`src/sv/qsu_pkg.sv`:
```
`default_nettype none
package qsu_pkg;

  // decoder modes
  localparam logic [2:0] MODE_IDLE = 3'd0;
  localparam logic [2:0] MODE_STR  = 3'd1;
  localparam logic [2:0] MODE_ESC  = 3'd2;
  localparam logic [2:0] MODE_HEX1 = 3'd3;
  localparam logic [2:0] MODE_BS   = 3'd4;
  localparam logic [2:0] MODE_U    = 3'd5;
  localparam logic [2:0] MODE_HEX2 = 3'd6;

  // result status codes
  localparam logic [3:0] ST_BYTE   = 4'd0;
  localparam logic [3:0] ST_DONE   = 4'd1;
  localparam logic [3:0] ST_CTRL   = 4'd2;
  localparam logic [3:0] ST_TESC   = 4'd3;
  localparam logic [3:0] ST_BESC   = 4'd4;
  localparam logic [3:0] ST_BHEX   = 4'd5;
  localparam logic [3:0] ST_TU     = 4'd6;
  localparam logic [3:0] ST_NOLOW  = 4'd7;
  localparam logic [3:0] ST_BLOW   = 4'd8;
  localparam logic [3:0] ST_BCP    = 4'd9;
  localparam logic [3:0] ST_UNTERM = 4'd10;

  // characters
  localparam logic [7:0] CH_QUOTE = 8'h22;
  localparam logic [7:0] CH_BSL   = 8'h5c;
  localparam logic [7:0] CH_SLASH = 8'h2f;
  localparam logic [7:0] CH_U     = 8'h75;
  localparam logic [7:0] CH_SPACE = 8'h20;

  // One decoded step: up to four words sharing one status.
  typedef struct packed {
    logic [3:0][7:0] bytes;
    logic [1:0]      cnt_m1;
    logic [3:0]      status;
  } res_t;

  // {ok, value}
  function automatic logic [4:0] hex_val(input logic [7:0] b);
    logic [4:0] r;
    r = 5'd0;
    if (b >= 8'h30 && b <= 8'h39) r = {1'b1, b[3:0]};
    else if ((b >= 8'h61 && b <= 8'h66) || (b >= 8'h41 && b <= 8'h46))
      r = {1'b1, b[3:0] + 4'd9};
    return r;
  endfunction

  // single-character escapes: {ok, byte}
  function automatic logic [8:0] esc_map(input logic [7:0] b);
    logic [8:0] r;
    r = 9'd0;
    case (b)
      CH_QUOTE, CH_BSL, CH_SLASH: r = {1'b1, b};
      8'h62:   r = {1'b1, 8'h08};
      8'h66:   r = {1'b1, 8'h0c};
      8'h6e:   r = {1'b1, 8'h0a};
      8'h72:   r = {1'b1, 8'h0d};
      8'h74:   r = {1'b1, 8'h09};
      default: r = 9'd0;
    endcase
    return r;
  endfunction

  function automatic res_t utf8_enc(input logic [20:0] cp);
    res_t r;
    r = '0;
    r.status = ST_BYTE;
    if (cp <= 21'h7f) begin
      r.bytes[0] = cp[7:0];
      r.cnt_m1   = 2'd0;
    end else if (cp <= 21'h7ff) begin
      r.bytes[0] = {3'b110, cp[10:6]};
      r.bytes[1] = {2'b10, cp[5:0]};
      r.cnt_m1   = 2'd1;
    end else if (cp <= 21'hffff) begin
      r.bytes[0] = {4'b1110, cp[15:12]};
      r.bytes[1] = {2'b10, cp[11:6]};
      r.bytes[2] = {2'b10, cp[5:0]};
      r.cnt_m1   = 2'd2;
    end else begin
      r.bytes[0] = {5'b11110, cp[20:18]};
      r.bytes[1] = {2'b10, cp[17:12]};
      r.bytes[2] = {2'b10, cp[11:6]};
      r.bytes[3] = {2'b10, cp[5:0]};
      r.cnt_m1   = 2'd3;
    end
    return r;
  endfunction

endpackage
`default_nettype wire

```
`src/sv/qsu_decode.sv`:
```
`default_nettype none
module qsu_decode (
  input  wire logic          clk_i,
  input  wire logic          rst_ni,
  input  wire logic          adv_i,
  input  wire logic [7:0]    text_byte_i,
  input  wire logic          begin_i,
  input  wire logic          end_i,
  output logic               push_o,
  output qsu_pkg::res_t      res_o
);

  logic [2:0]  mode_q, mode_d;
  logic [1:0]  nd_q, nd_d;
  logic [15:0] acc_q, acc_d;
  logic [15:0] hi_q, hi_d;

  logic [4:0]  hex;
  logic [8:0]  esc;
  logic [15:0] acc_sh;
  logic [20:0] cp_pair;
  logic        has_err, emit, idle;
  logic [3:0]  err;
  qsu_pkg::res_t res;

  assign hex     = qsu_pkg::hex_val(text_byte_i);
  assign esc     = qsu_pkg::esc_map(text_byte_i);
  assign acc_sh  = {acc_q[11:0], hex[3:0]};
  // hi and lo surrogate payloads are the low ten bits of each quad
  assign cp_pair = {1'b0, hi_q[9:0], acc_sh[9:0]} + 21'h10000;

  always_comb begin
    mode_d  = mode_q;
    nd_d    = nd_q;
    acc_d   = acc_q;
    hi_d    = hi_q;
    has_err = 1'b0;
    err     = qsu_pkg::ST_BYTE;
    emit    = 1'b0;
    idle    = 1'b0;
    res     = '0;
    if (begin_i) begin
      mode_d = qsu_pkg::MODE_STR;
      nd_d   = 2'd0;
      acc_d  = 16'd0;
      hi_d   = 16'd0;
    end else begin
      case (mode_q)
        qsu_pkg::MODE_STR: begin
          if (text_byte_i == qsu_pkg::CH_QUOTE) begin
            has_err = 1'b1; err = qsu_pkg::ST_DONE;
          end else if (text_byte_i < qsu_pkg::CH_SPACE) begin
            has_err = 1'b1; err = qsu_pkg::ST_CTRL;
          end else if (text_byte_i == qsu_pkg::CH_BSL) begin
            if (end_i) begin
              has_err = 1'b1; err = qsu_pkg::ST_TESC;
            end else begin
              mode_d = qsu_pkg::MODE_ESC;
            end
          end else begin
            emit = 1'b1;
            res.bytes[0] = text_byte_i;
          end
        end
        qsu_pkg::MODE_ESC: begin
          if (esc[8]) begin
            emit = 1'b1;
            res.bytes[0] = esc[7:0];
            mode_d = qsu_pkg::MODE_STR;
          end else if (text_byte_i == qsu_pkg::CH_U) begin
            if (end_i) begin
              has_err = 1'b1; err = qsu_pkg::ST_TU;
            end else begin
              mode_d = qsu_pkg::MODE_HEX1;
              nd_d   = 2'd0;
              acc_d  = 16'd0;
            end
          end else begin
            has_err = 1'b1; err = qsu_pkg::ST_BESC;
          end
        end
        qsu_pkg::MODE_HEX1, qsu_pkg::MODE_HEX2: begin
          if (!hex[4]) begin
            has_err = 1'b1; err = qsu_pkg::ST_BHEX;
          end else begin
            acc_d = acc_sh;
            if (nd_q != 2'd3) begin
              nd_d = nd_q + 2'd1;
              if (end_i) begin
                has_err = 1'b1; err = qsu_pkg::ST_TU;
              end
            end else begin
              nd_d = 2'd0;
              if (mode_q == qsu_pkg::MODE_HEX1) begin
                if (acc_sh inside {[16'hd800:16'hdbff]}) begin
                  hi_d = acc_sh;
                  if (end_i) begin
                    has_err = 1'b1; err = qsu_pkg::ST_NOLOW;
                  end else begin
                    mode_d = qsu_pkg::MODE_BS;
                  end
                end else if (acc_sh inside {[16'hdc00:16'hdfff]}) begin
                  has_err = 1'b1; err = qsu_pkg::ST_BCP;
                end else begin
                  emit   = 1'b1;
                  res    = qsu_pkg::utf8_enc({5'd0, acc_sh});
                  mode_d = qsu_pkg::MODE_STR;
                end
              end else begin
                if (!(acc_sh inside {[16'hdc00:16'hdfff]})) begin
                  has_err = 1'b1; err = qsu_pkg::ST_BLOW;
                end else begin
                  emit   = 1'b1;
                  res    = qsu_pkg::utf8_enc(cp_pair);
                  mode_d = qsu_pkg::MODE_STR;
                end
              end
            end
          end
        end
        qsu_pkg::MODE_BS: begin
          if (text_byte_i != qsu_pkg::CH_BSL || end_i) begin
            has_err = 1'b1; err = qsu_pkg::ST_NOLOW;
          end else begin
            mode_d = qsu_pkg::MODE_U;
          end
        end
        qsu_pkg::MODE_U: begin
          if (text_byte_i != qsu_pkg::CH_U) begin
            has_err = 1'b1; err = qsu_pkg::ST_NOLOW;
          end else if (end_i) begin
            has_err = 1'b1; err = qsu_pkg::ST_TU;
          end else begin
            mode_d = qsu_pkg::MODE_HEX2;
            nd_d   = 2'd0;
            acc_d  = 16'd0;
          end
        end
        default: begin
          mode_d = qsu_pkg::MODE_IDLE;
          idle   = 1'b1;
        end
      endcase
    end

    // text ran out mid-string: drop any decoded words
    if (!idle && !has_err && end_i) begin
      has_err = 1'b1;
      err     = qsu_pkg::ST_UNTERM;
    end
    if (has_err) begin
      res        = '0;
      res.status = err;
      mode_d     = qsu_pkg::MODE_IDLE;
      nd_d       = 2'd0;
      acc_d      = 16'd0;
    end
  end

  assign push_o = adv_i && (has_err || emit);
  assign res_o  = res;

  always_ff @(posedge clk_i or negedge rst_ni) begin
    if (!rst_ni) begin
      mode_q <= qsu_pkg::MODE_IDLE;
      nd_q   <= 2'd0;
      acc_q  <= 16'd0;
      hi_q   <= 16'd0;
    end else if (adv_i) begin
      mode_q <= mode_d;
      nd_q   <= nd_d;
      acc_q  <= acc_d;
      hi_q   <= hi_d;
    end
  end

endmodule
`default_nettype wire

```
`src/sv/qsu_out_queue.sv`:
```
`default_nettype none
module qsu_out_queue (
  input  wire logic          clk_i,
  input  wire logic          rst_ni,
  input  wire logic          push_i,
  input  wire qsu_pkg::res_t res_i,
  output logic               full_o,
  output logic               out_valid_o,
  input  wire logic          out_stall_i,
  output logic [7:0]         out_byte_o,
  output logic [3:0]         status_o,
  output logic               last_of_run_o
);

  qsu_pkg::res_t mem_q [2];
  logic          wr_ptr_q, rd_ptr_q;
  logic [1:0]    cnt_q;
  logic [1:0]    idx_q;
  qsu_pkg::res_t head;
  logic          take, pop;

  assign head          = mem_q[rd_ptr_q];
  assign full_o        = (cnt_q == 2'd2);
  assign out_valid_o   = (cnt_q != 2'd0);
  assign out_byte_o    = head.bytes[idx_q];
  assign status_o      = head.status;
  assign last_of_run_o = (idx_q == head.cnt_m1);
  assign take          = out_valid_o && !out_stall_i;
  assign pop           = take && last_of_run_o;

  always_ff @(posedge clk_i) begin
    if (push_i) mem_q[wr_ptr_q] <= res_i;
  end

  always_ff @(posedge clk_i or negedge rst_ni) begin
    if (!rst_ni) begin
      wr_ptr_q <= 1'b0;
      rd_ptr_q <= 1'b0;
      cnt_q    <= 2'd0;
      idx_q    <= 2'd0;
    end else begin
      if (push_i) wr_ptr_q <= !wr_ptr_q;
      if (pop) begin
        rd_ptr_q <= !rd_ptr_q;
        idx_q    <= 2'd0;
      end else if (take) begin
        idx_q <= idx_q + 2'd1;
      end
      if (push_i && !pop) cnt_q <= cnt_q + 2'd1;
      else if (pop && !push_i) cnt_q <= cnt_q - 2'd1;
    end
  end

endmodule
`default_nettype wire

```
`src/sv/quoted_string_unescape_utf8.sv`:
```
// Quoted string unescaper: turns the text of one JSON-style quoted value
// into UTF-8 words.
// Input channel: one text word per accepted cycle with begin_string_i on
// the opening quote and end_of_text_i on the final word of the text.
// Output channel: out_byte_o with status_o (0 = data word, 1 = done,
// 2..10 = error code); last_of_run_o marks the final output word caused
// by one input word. An input word gives zero to four output words.
// Path: an accepted input word passes through the input register, then is
// decoded into the result queue, from which its first output is offered.
// Throughput: one input word per cycle while in_stall_o is low; output
// drains one word per cycle unless out_stall_i is set, so a \u escape
// yielding up to four words keeps up, as the escape spans six or more inputs.
// Reset: decoder returns to idle (waiting for a begin_string_i word) and the
// result queue empties; no outputs are pending.
// Stall: out_stall_i holds the current output word; the two-entry result
// queue and input register then fill and in_stall_o rises. in_stall_o
// comes straight from registers.
`default_nettype none
module quoted_string_unescape_utf8 (
  input  wire logic       clk_i,
  input  wire logic       rst_ni,
  // input channel
  input  wire logic       in_valid_i,
  output logic            in_stall_o,
  input  wire logic [7:0] text_byte_i,
  input  wire logic       begin_string_i,
  input  wire logic       end_of_text_i,
  // output channel
  output logic            out_valid_o,
  input  wire logic       out_stall_i,
  output logic [7:0]      out_byte_o,
  output logic [3:0]      status_o,
  output logic            last_of_run_o
);

  // input register
  logic       a_valid_q;
  logic [7:0] a_byte_q;
  logic       a_begin_q;
  logic       a_end_q;

  logic          q_full;
  logic          adv;
  logic          accept;
  logic          push;
  qsu_pkg::res_t res;

  // Stage A advances into the decoder whenever the queue has room; the
  // decoder state only moves on an advance.
  assign adv        = a_valid_q && !q_full;
  assign in_stall_o = a_valid_q && q_full;
  assign accept     = in_valid_i && !in_stall_o;

  always_ff @(posedge clk_i or negedge rst_ni) begin
    if (!rst_ni) begin
      a_valid_q <= 1'b0;
    end else if (accept) begin
      a_valid_q <= 1'b1;
    end else if (adv) begin
      a_valid_q <= 1'b0;
    end
  end

  always_ff @(posedge clk_i) begin
    if (accept) begin
      a_byte_q  <= text_byte_i;
      a_begin_q <= begin_string_i;
      a_end_q   <= end_of_text_i;
    end
  end

  qsu_decode u_decode (
    .clk_i       (clk_i),
    .rst_ni      (rst_ni),
    .adv_i       (adv),
    .text_byte_i (a_byte_q),
    .begin_i     (a_begin_q),
    .end_i       (a_end_q),
    .push_o      (push),
    .res_o       (res)
  );

  qsu_out_queue u_out_queue (
    .clk_i         (clk_i),
    .rst_ni        (rst_ni),
    .push_i        (push),
    .res_i         (res),
    .full_o        (q_full),
    .out_valid_o   (out_valid_o),
    .out_stall_i   (out_stall_i),
    .out_byte_o    (out_byte_o),
    .status_o      (status_o),
    .last_of_run_o (last_of_run_o)
  );

endmodule
`default_nettype wire

```
`config.mk`:
```
export PLATFORM = sky130hd
export DESIGN_NAME = quoted_string_unescape_utf8
export DESIGN_NICKNAME = d
export VERILOG_FILES = /design/src/sv/qsu_pkg.sv /design/src/sv/qsu_decode.sv /design/src/sv/qsu_out_queue.sv /design/src/sv/quoted_string_unescape_utf8.sv
export SDC_FILE = /design/constraint.sdc
export NUM_CORES = 1
export LEC_CHECK = 0
export BUFFER_PORTS_ARGS = -buffer_cell sky130_fd_sc_hd__buf_2
export CORE_MARGIN = 2
export CORE_UTILIZATION = 40
export CTS_BUF_LIST = sky130_fd_sc_hd__clkbuf_4 sky130_fd_sc_hd__clkbuf_8
export CTS_CLUSTER_DIAMETER = 80
export DETAILED_ROUTE_END_ITERATION = 7
export GPL_TIMING_DRIVEN = 0
export PLACE_DENSITY = 0.55
export SYNTH_ARGS = -nofsm -noshare
export SYNTH_HDL_FRONTEND = slang
export SYNTH_SLANG_ARGS = --single-unit
```
`constraint.sdc`:
```
create_clock -name clk_i -period 9.9 [get_ports clk_i]
set_clock_uncertainty 0.05 [all_clocks]
set_input_delay 0.495 -clock clk_i [delete_from_list [all_inputs] [get_ports clk_i]]
set_output_delay 0.495 -clock clk_i [all_outputs]
set_load 0.03 [all_outputs]
```
Word-level counts from Yosys, hierarchy flattened
Memory sizes are Yosys's and may differ from the RTL's.
Index checks and enable logic that the tools add are counted.
{"block": "classes", "n_addsub": 6, "magnitude_cmp": 17, "eq_ne": 37, "muxes": 129, "n_reduce_logical": 42}
{"operator": "38-bit 2-to-1 mux", "n": 8}
{"operator": "16-bit 2-to-1 mux", "n": 10}
{"operator": "10-bit 2-to-1 mux", "n": 8}
{"operator": "24-bit 2-to-1 mux", "n": 3}
{"operator": "3-bit 2-to-1 mux", "n": 24}
{"operator": "8-bit by 7-bit == test with 1-bit output, second input constant", "n": 7}
{"operator": "8-bit 2-to-1 mux", "n": 7}
{"operator": "9-bit case mux with 6 select lines", "n": 1}
{"operator": "4-bit 2-to-1 mux", "n": 12}
{"operator": "16-bit case mux with 3 select lines", "n": 1}
{"operator": "16-bit greater-or-equal comparator, second input constant", "n": 2}
{"operator": "16-bit <= comparator, second input constant", "n": 2}
{"operator": "1-bit 2-to-1 mux", "n": 31}
{"operator": "4-bit by 3-bit != test with 1-bit output, second input constant", "n": 7}
{"operator": "2-bit 2-to-1 mux", "n": 13}
{"operator": "8-bit case mux with 3 select lines", "n": 1}
{"operator": "20-bit by 17-bit adder with 21-bit output, second input constant", "n": 1}
{"operator": "21-bit by 11-bit <= comparator with 1-bit output, second input constant", "n": 1}
{"operator": "21-bit by 16-bit <= comparator with 1-bit output, second input constant", "n": 1}
{"operator": "21-bit by 7-bit <= comparator with 1-bit output, second input constant", "n": 1}
{"operator": "4-bit case mux with 5 select lines", "n": 1}
{"operator": "18-bit 2-to-1 mux", "n": 1}
{"operator": "8-bit binary-select mux with 2-bit select", "n": 1}
{"operator": "8-bit by 6-bit == test with 1-bit output, second input constant", "n": 2}
{"operator": "39 further kinds", "n": 85}
{"block": "word_totals", "ff_bits": 48, "mem_bits_rw": 76, "input_bits": 14, "wordCells": 244, "memories": 1}
{"memory": "u_out_queue.mem_q", "words": 2, "width": 38, "read_ports": 1, "rd_ports_with_merged_regs": 0, "write_ports": 1, "line": "qsu_out_queue.sv:15", "source": "qsu_pkg::res_t mem_q [2];"}

Depth between registers and ports, before layout
{"block": "depth", "word_depth": 24, "depth_mapped": 14, "ltp_nobuf": 13}

Hierarchy
From an unflattened synthesis, not the netlist that was laid out.
{"block": "unflattened", "hier_cells": 624, "area_unflattened_um2": 6929.1}
{"mod": "qsu_decode", "n_inst": 1, "cells_each": 465, "area_each_um2": 3337.0, "seq_area_each_um2": 675.6}
{"mod": "qsu_out_queue", "n_inst": 1, "cells_each": 144, "area_each_um2": 3234.4, "seq_area_each_um2": 2432.3}
{"mod": "quoted_string_unescape_utf8", "n_inst": 1, "cells_each": 15, "area_each_um2": 357.8, "seq_area_each_um2": 325.3}

Worst setup path before layout
No wires, ideal clock.
{"block": "synth_path", "path_kind": "register -> register", "start": "register a_byte_q[0]", "end": "memory u_out_queue.mem_q[0][0] in the netlist's numbering (enable)", "setup_time_ns": 0.429, "arrival_ns": 4.174, "t_required_ns": 9.421, "setup_slack_ns": 5.246, "stages_incl_launch_ff": 12, "n_path_buf": 1, "period_less_slack_ns": 4.654, "path_cell_list": "edfxtp_1 clkbuf_1 inv_1 ha_1 or3b_2 and3_1 nor2_1 nor4_1 a21boi_0 o41a_1 o21a_1 nor2b_1"}
{"block": "synth_between", "elab_chain_len": 22, "word_cells_on_any_way": 67, "classes_between": "add/sub (1); order compare (11); eq/ne (11); mux (31); reduce/logical (13)"}
{"element": "start: declaration", "line": "quoted_string_unescape_utf8.sv:38", "source": "logic [7:0] a_byte_q;"}
{"element": "start signal: assignment", "line": "quoted_string_unescape_utf8.sv:66", "source": "a_byte_q <= text_byte_i;"}
{"element": "8-bit by 7-bit greater-or-equal comparator with 1-bit output / 8-bit by 7-bit <= comparator with 1-bit output (equally long branches)", "line": "qsu_pkg.sv:45", "source": "else if ((b >= 8'h61 && b <= 8'h66) || (b >= 8'h41 && b <= 8'h46))"}
{"element": "1-bit logical AND", "line": "qsu_pkg.sv:45"}
{"element": "1-bit logical OR", "line": "qsu_pkg.sv:45"}
{"element": "5-bit 2-to-1 mux", "line": "qsu_pkg.sv:45"}
{"element": "5-bit 2-to-1 mux", "line": "qsu_pkg.sv:44", "source": "if (b >= 8'h30 && b <= 8'h39) r = {1'b1, b[3:0]};"}
{"element": "16-bit greater-or-equal comparator / 16-bit <= comparator (equally long branches)", "line": "qsu_decode.sv:102, qsu_decode.sv:110"}
{"element": "1-bit logical AND", "line": "qsu_decode.sv:102, qsu_decode.sv:110"}
{"element": "1-bit 2-to-1 mux", "line": "qsu_decode.sv:102, qsu_decode.sv:110"}
{"element": "[... 6 more ...]"}
{"element": "1-bit logical NOT", "line": "qsu_decode.sv:147", "source": "if (!idle && !has_err && end_i) begin"}
{"element": "1-bit logical AND (2 in series)", "line": "qsu_decode.sv:147"}
{"element": "1-bit 2-to-1 mux", "line": "qsu_decode.sv:147"}
{"element": "1-bit logical OR *", "line": "qsu_decode.sv:160", "source": "assign push_o = adv_i && (has_err || emit);"}
{"element": "1-bit logical AND *", "line": "qsu_decode.sv:160"}
{"element": "named net push", "line": "quoted_string_unescape_utf8.sv:45", "source": "logic push;"}
{"element": "1-bit 2-to-1 mux *", "line": "qsu_out_queue.sv:32", "source": "if (push_i) mem_q[wr_ptr_q] <= res_i;"}
{"element": "1-bit 2-to-1 mux (implied by the code) *", "line": "qsu_out_queue.sv:32"}
{"element": "end: declaration", "line": "qsu_out_queue.sv:15"}
The timed path passes the listed nets; every way through them passes the cells marked *.

Worst setup path in the final report
{"block": "layout_path", "start": "register a_byte_q[0]", "end": "memory u_out_queue.mem_q[1][34] in the netlist's numbering (enable)"}
The elaborated chain is that of the path after synthesis.

==> flow_metrics.env <==
export IMPL_synth_xor_area_share_pct=1.45
export IMPL_outcome="finished clean"
export IMPL_wire_per_inst_um=22.2
export IMPL_synth_edf_count=78
export IMPL_worstSetupPathType="reg2reg"
export IMPL_synthDistinctLibCells=77
export IMPL_drive_above_1_share_pct=14.1
export IMPL_required_ps=9860
export IMPL_synth_mux_area_share_pct=8.25
export IMPL_synth_adder_area_share_pct=1.70
export IMPL_cts_sinks=112
export IMPL_clk_latency_ps=390
export IMPL_synth_most_common_cell="edfxtp_1"
export IMPL_max_slew_margin_pct=20.0
export IMPL_drt_total_wl_um=19800
export IMPL_clkTransAtPathRegs_ps=120
export IMPL_synth_area_per_cell_um2=10.6
export IMPL_initial_core_util_pct=40.4
export IMPL_track_usage_pct=22.8
export IMPL_first_pass_iters=5
export IMPL_grt_pass1_vias=5337
export IMPL_yosysWarnings=0
export IMPL_grt_max_degree=35
export IMPL_detailed_place_hpwl_um=14900
export IMPL_n_antenna_cell=0
export IMPL_rr_worst_depth=11
export IMPL_ys_flop_type="edfxtp_1"
export IMPL_cts_tree="yes"
export IMPL_fmax_mhz=206
export IMPL_netlist_top_cells_count="78 x edfxtp_1, 57 x nand2_1, 48 x nor2_1"
export IMPL_dr_first_iter_drc_count=461
export IMPL_layout_nets=691
export IMPL_rsz0062_at_grt="false"
export IMPL_p_per_area_mw_per_mm2=193
export IMPL_synthArstFlopShare_pct=30.4
export IMPL_via_per_inst=6.15
export IMPL_hold_viol_final=0
export IMPL_row_count=47
export IMPL_synth_compound_area_share_pct=18.8
export IMPL_drv_cap=0
export IMPL_core_area_mm2=0.0164
export IMPL_yosysTopAreaCellShare_pct=35.3
export IMPL_gp_congestion=0.991
export IMPL_grt_overflow_total=0
export IMPL_min_path_type="in2async"
export IMPL_drtAntennaViolNets=0
export IMPL_yosysSeqAreaShare_pct=48.2
export IMPL_finalPower_mw=1.40
export IMPL_setup_violations=0
export IMPL_slew_viol_final=0
export IMPL_cts_resized=0
export IMPL_rrSetupSlack_ps=5040
export IMPL_synth_top_family_by_area="compound AO/OA/AOI/OAI gates"
export IMPL_yosys_area_share_simple_pct=18.3
export IMPL_netlist_top_cells_area="edfxtp_1 35%, dfrtp_1 13%, mux4_2 4.8%"
export IMPL_area_delta_synth_final_pct=9.44
export IMPL_fp_dieW_um=133
export IMPL_cts_root_buf="clkbuf_8"
export IMPL_vias=5489
export IMPL_yosysTopAreaCell="edfxtp_1"
export IMPL_ys_ff_latch=112
export IMPL_cts_max_level=3
export IMPL_antenna_found_initial=0
export IMPL_postCtsSetupRepairBufs=0
export IMPL_tightest_slew_ps=1190
export IMPL_ir_worst_vdd_mv=0.0987
export IMPL_r2r_start="a_byte_q[0]"
export IMPL_timing_final_crit_share_pct=49.1
export IMPL_cts_path_max_buffers=2
export IMPL_cp_max_fo=34
export IMPL_fin_crit_ps=4860
export IMPL_synthesis_nets=651
export IMPL_cts_buffers=9
export IMPL_rr_endpoint="u_out_queue.mem_q[1][34]"
export IMPL_fillers=1594
export IMPL_arrival_ps=4830
export IMPL_crit_path_end_kind="flip-flop"
export IMPL_port_buffers=28
export IMPL_io_pins=29
export IMPL_ctsHoldBuffers=0
export IMPL_leakage_nw=2.54
export IMPL_die_area_mm2=0.0176
export IMPL_crit_path_start_kind="flip-flop"
export IMPL_setup_tns_final_ps=0
export IMPL_postSynthCellCount=628
export IMPL_grt_first_pass_wirelength_um=30700
export IMPL_syn_cell_area_mm2=0.00663
export IMPL_drc=0
export IMPL_die_h_um=133
layout by cell type, fill, tap and decap left out, types with 6 or more instances in the layout:
master	n
a22oi_1	8
nand4_1	6
a221oi_1	8
a21oi_1	30
dfrtp_1	34
nor2b_1	10
a32o_1	13
o21ai_0	40
clkbuf_8	9
ha_1	9
and3_1	8
nand2b_1	14
xnor2_1	7
edfxtp_1	78
and2_1	14
buf_2	31
mux2_2	16
nand2_1	57
nand3_1	20
inv_1	10
clkbuf_1	36
o31ai_1	10
mux4_2	14
nor2_1	48
a31oi_1	7
nor3_1	14
layout make-up:
cell class | count | area [µm²] | share of cell area [%]
Timing Repair Buffer | 29 | 160 | 2.21
Tap cell | 220 | 275 | 3.80
Inverter | 11 | 41.3 | 0.569
Buffer | 44 | 176 | 2.43
Clock inverter | 6 | 50.0 | 0.690
Multi-Input combinational cell | 461 | 3220 | 44.5
Clock buffer | 10 | 131 | 1.81
Sequential cell | 112 | 3190 | 44.0
report_power, final:
group	internal (mW)	total [mW]	switching [mW]
Combinational	0.196	0.546	0.350
Sequential	0.562	0.594	0.0324
Clock	0.0982	0.263	0.164
through the flow:
stage | utilization, % | instances | hold slack (ps) | setup slack (ps) | area, µm²
after global placement | 42.9 | 876 | 424 | 3650 | 7040
final | 44.2 | 893 | 119 | 5040 | 7250
after detailed placement | 43.1 | 877 | 480 | 5160 | 7070
after global routing | 44.2 | 893 | 163 | 4670 | 7250
after CTS | 44.2 | 893 | 135 | 5120 | 7250
after floorplan | - | 628 | 149 | 5250 | 6630
state kept, by name, summed over array words and instances (netlist names):
name                  count
u_decode.acc_q           12
u_out_queue.idx_q         2
u_out_queue.rd_ptr_q      1
a_valid_q                 1
u_out_queue.wr_ptr_q      1
u_decode.hi_q            10
u_decode.mode_q           3
a_begin_q                 1
u_out_queue.cnt_q         2
u_out_queue.mem_q        68
a_end_q                   1
u_decode.nd_q             2
a_byte_q                  8
critical path, cell delays in order, from the launching register on:
cell and delay (ps):
edfxtp_1 400, clkbuf_1 370, inv_1 190, ha_1 280, or3b_2 260, and3_1 190, nor2_1 110, nor4_1 970
a21boi_0 370, o41a_1 210, o21a_1 320, and2_2 750
per-layer routing:
layer  vias up  global-route usage (%)  share of wire [%]
li1       2508                       -                  -
met4         0                    8.66                2.5
met5         -                       0                  0
met2       214                    36.6                 47
met1      2734                    31.9                 45
met3        33                    2.45                4.9
worst max-delay path by stage:
stage,from,endpoint,cells after the start
after floorplan,a_byte_q[0],u_out_queue.mem_q[0][0],11
after global placement,a_byte_q[0],u_out_queue.mem_q[0][2],11
after global routing,a_byte_q[0],u_out_queue.mem_q[1][34],11
after CTS,a_byte_q[0],u_out_queue.mem_q[1][18],11
after detailed placement,a_byte_q[0],u_out_queue.mem_q[1][2],11
final,a_byte_q[0],u_out_queue.mem_q[1][34],11
cells by family after synthesis:
logic type      Yosys count
buf+inv                  55
fa+ha+maj                 9
flops                   112
simple gates            229
xor+xnor                 11
compound gates          177
mux                      35
(Power assumes the default switching activity.)
